File: src/ffca_pkg.sv
// Shared types, constants and helpers for the first-fit coalescing allocator.
package ffca_pkg;

	localparam int unsigned ALIGN_BYTES   = 8;
	localparam int unsigned HEADER_BYTES  = 16;
	localparam int unsigned MAX_EXTENTS   = 16;
	localparam int unsigned HEAP_GRANULES = 4096;

	localparam int unsigned AW = 34;
	localparam int unsigned IW = $clog2(MAX_EXTENTS);
	localparam int unsigned CW = $clog2(MAX_EXTENTS + 1);
	localparam int unsigned GW = $clog2(HEAP_GRANULES);

	localparam logic [AW-1:0] SPAN      = AW'(longint'(HEAP_GRANULES) * longint'(ALIGN_BYTES));
	localparam logic [AW-1:0] HDR       = AW'(HEADER_BYTES);
	localparam logic [AW-1:0] HDR_ROUND = AW'(HEADER_BYTES + ALIGN_BYTES - 1);
	localparam logic [AW-1:0] GRANULES  = AW'(HEAP_GRANULES);

	typedef enum logic [1:0] {
		ST_DONE  = 2'd0,
		ST_NOFIT = 2'd1,
		ST_NULL  = 2'd2,
		ST_FULL  = 2'd3
	} status_t;

	typedef enum logic {
		CFG_BASE  = 1'b0,
		CFG_LIMIT = 1'b1
	} cfg_idx_t;

	typedef enum logic {
		ALU_ADD = 1'b0,
		ALU_SUB = 1'b1
	} alu_op_t;

	typedef struct packed {
		alu_op_t       op;
		logic [AW-1:0] a;
		logic [AW-1:0] b;
	} alu_req_t;

	typedef enum logic [4:0] {
		S_IDLE,
		S_RB_LO, S_RB_DIFF, S_RB_CMP, S_RB_CLAMP,
		S_A_NEED, S_A_SCAN, S_A_REM, S_A_SPLIT, S_A_HDR, S_A_GRANT,
		S_F_BLK, S_F_OFF, S_F_HI, S_F_LIM, S_F_CLAMP, S_F_SCAN,
		S_F_PREV, S_F_NEXT, S_F_MERGE, S_F_SUM2,
		S_SH_DN, S_SH_UP, S_FIN
	} state_t;

	function automatic logic [AW-1:0] floor_align(logic [AW-1:0] x);
		return (x / AW'(ALIGN_BYTES)) * AW'(ALIGN_BYTES);
	endfunction

endpackage

File: src/ffca_alu.sv
// Shared add/subtract unit with borrow flag.
module ffca_alu (
	input  ffca_pkg::alu_req_t          req,
	output logic [ffca_pkg::AW-1:0]     res,
	output logic                        borrow
);
	logic [ffca_pkg::AW:0] full;
	logic                  sub;

	always_comb begin
		sub  = (req.op == ffca_pkg::ALU_SUB);
		full = {1'b0, req.a} + {1'b0, (sub ? ~req.b : req.b)} + (ffca_pkg::AW + 1)'(sub);
	end

	assign res    = full[ffca_pkg::AW-1:0];
	assign borrow = sub & ~full[ffca_pkg::AW];
endmodule

File: config.mk
export PLATFORM = sky130hd
export DESIGN_NAME = ffca_alu
export DESIGN_NICKNAME = d
export VERILOG_FILES = /design/src/ffca_pkg.sv /design/src/ffca_alu.sv
export SDC_FILE = /design/constraint.sdc
export NUM_CORES = 1
export LEC_CHECK = 0
export BUFFER_PORTS_ARGS = -buffer_cell sky130_fd_sc_hd__buf_2
export CELL_PAD_IN_SITES_DETAIL_PLACEMENT = 1
export CELL_PAD_IN_SITES_GLOBAL_PLACEMENT = 2
export CORE_MARGIN = 2
export CORE_UTILIZATION = 27
export DETAILED_ROUTE_END_ITERATION = 8
export PLACE_DENSITY = 0.95
export SLEW_MARGIN = 20
export SYNTH_ARGS = -nofsm -noshare
export SYNTH_HDL_FRONTEND = slang
export SYNTH_SLANG_ARGS = --single-unit
File: constraint.sdc
create_clock -name vclk -period 17.9
set_input_delay 5.37 -clock vclk [all_inputs]
set_output_delay 5.37 -clock vclk [all_outputs]
set_load 0.02 [all_outputs]
==> flow_summary.yaml <==
sta:
  fmax_mhz: 69.7
  finalCritPeriodShare_pct: 80.2
  finalSetupTns_ps: 0
  slew_headroom_pct: 35.4
  tightest_slew_ps: 970
  rsz0062_at_grt: "no"
  drv_slew: 0
  setup_viol: 0
  period_minus_slack_ps: 14350
  finalHoldViolations: 0
drt:
  wirelength_um: 6430
  dr.pass1.iters: 4
  vias: 2376
  drt_first_iter_violations: 35
  viasPerCell: 5.04
  drc_errors: 0
  antenna_left: 0
  route.detailed.wl_per_inst_um: 13.6
die:
  die_y_um: 91.3
  die_area_um2: 8330
  start_util_pct: 28.0
  die_w_um: 91.3
  core-area_um2: 7330
  ioPinCount: 104
  placementRows: 31
worst_setup_path:
  critPathBufInv: 2
  cpPeakStageDelay_ps: 720
  cpMaxStageDelayCell: "buf_2"
  cp_max_fo: 35
  path_cells: "buf_2 > xor2_1 > fa_1 > a211oi_1 > nor3_1 > o2111ai_1 > a21oi_1 > a21oi_1 > o21ai_0 > a21o_1 > a21oi_1 > xnor2_1 > buf_2"
  path_common_cell: "a21oi_1"
  required_ps: 12530
  crit_arrival_ps: 8980
  end_kind: "primary output"
  crit_start: "req[68]"
  start_kind: "input pin"
  path_delay_family: "compound AO/OA/AOI/OAI gates"
  path_depth: 13
  critPathKind: "in -> out"
placement:
  gp_congestion: 0.812
  dp_hpwl_um: 5550
  place_inst: 471
  port_buffers: 104
grt:
  antenna_found_initial: 0
  grt_max_degree: 36
  grt_util_all_layers_pct: 14.7
  grt_pass1_wl_um: 10700
  grt_pass1_vias: 2404
  grt-ovfl-total: 0
power_and_ir_drop:
  netSwitchingFraction_pct: 60.9
  power_density_nw_per_um2: 66.5
  clkPwrFrac_pct: 0
  irDropWorstVdd_mv: 0.0311
  p_leak_nw: 1.35
  comb_power_share_pct: 100.0
  p_seq_share_pct: 0
  p_switching_w: 0.000107
  power.internal_w: 0.0000690
hold_path:
  whs_endpoint: "res[0]"
  hp-class: "in -> out"
  hold_depth: 3
  min_from: "req[34]"
synth:
  synth.distinct_cells: 43
  netlist_instances: 278
  synth_nets: 381
  syn_area_um2: 2060
  ys_seq_area_share_pct: 0
  avgSynthCellArea_um2: 7.39
  yosysWarnings: 0
run_status:
  status: "finished, final reports clean"
final_layout:
  seq_cell_count: 0
  final_util_pct: 36.2
  clkbuf_count: 0
  antenna_cells: 0
  layout_common_cells: "104 x buf_2, 46 x xor2_1, 35 x a21oi_1, 33 x ha_1"
  drive_gt1_share_pct: 29.6
  layout.cells.non_filler: 471
  finalNetCount: 477
  layout_commonest_cell: "buf_2"
  area_growth_pct: 29.2
  regArea_um2: 0
clock_tree:
  hold_buffers: 0
  cts_setup_buffers: 0
  ctsResizeCount: 0
flow_run:
  maxCapViolations: 0
==> cell families (layout without fill, tap and decap cells) <==
group | count (synthesis) | in the layout | synth area share (%)
multiplexers | 1 | 1 | 0.730
AND/OR/NAND/NOR | 62 | 62 | 15.2
XOR/XNOR | 65 | 65 | 27.7
buffers and inverters | 14 | 108 | 2.92
adder cells (fa/ha/maj) | 34 | 34 | 21.1
AO/OA/AOI/OAI | 102 | 102 | 32.4
==> power groups by stage <==
| stage | registers, W | clock network, W | logic (W) |
|---|---|---|---|
| 3_5_place_dp | 0 | 0 | 0.000177 |
| 3_3_place_gp | 0 | 0 | 0.000175 |
| 2_1_floorplan | 0 | 0 | 0.000125 |
| 5_1_grt | 0 | 0 | 0.000193 |
| 4_1_cts | 0 | 0 | 0.000178 |
| 6_report | 0 | 0 | 0.000177 |
==> cell type report <==
type                            count  area (µm²)
Inverter                            4        15.0
Timing Repair Buffer              104         520
Fill cell                         967        4680
Multi-Input combinational cell    264        2000
Tap cell                           99         124
==> per-stage QoR <==
stage | area [µm²] | hold slack (ps) | total power [W] | setup WS (ps)
floorplan | 2060 | 10860 | 0.000125 | 4200
global placement | 2660 | 11050 | 0.000175 | 3650
detailed placement | 2660 | 11070 | 0.000177 | 3520
CTS | 2660 | 11070 | 0.000178 | 3520
global route | 2660 | 11080 | 0.000193 | 3240
finish | 2660 | 11060 | 0.000177 | 3550
==> cells in the mapped netlist, drive strengths merged (3+ instances only) <==
| library cell | count | area (µm²) |
|---|---|---|
| a21o | 19 | 143 |
| a21oi | 37 | 200 |
| a31oi | 5 | 31.3 |
| and3 | 5 | 31.3 |
| clkbuf | 9 | 33.8 |
| ha | 33 | 413 |
| inv | 4 | 15.0 |
| nand2 | 17 | 63.8 |
| nand3 | 5 | 25.0 |
| nand4 | 6 | 37.5 |
| nor2 | 13 | 48.8 |
| nor2b | 5 | 31.3 |
| o21a | 3 | 22.5 |
| o21ai | 22 | 114 |
| xnor2 | 19 | 166 |
| xor2 | 46 | 403 |
==> metal layers <==
metal / routed length [µm] / track usage [%] / part of all wire [%]
met4: 39 / 0.884 / 0.61
met1: 3050 / 19.7 / 47
met3: 294 / 1.16 / 4.6
met2: 3040 / 26.6 / 47
met5: 0 / 0 / 0
==> worst max path at each step <==
stage	endpoint	slack (ps)
3_3_place_gp	res[32]	3650
4_1_cts	res[32]	3520
3_5_place_dp	res[32]	3520
2_1_floorplan	res[31]	4200
6_report	res[32]	3550
5_1_grt	res[32]	3240
Note: power is estimated with default switching activity, not from simulation.
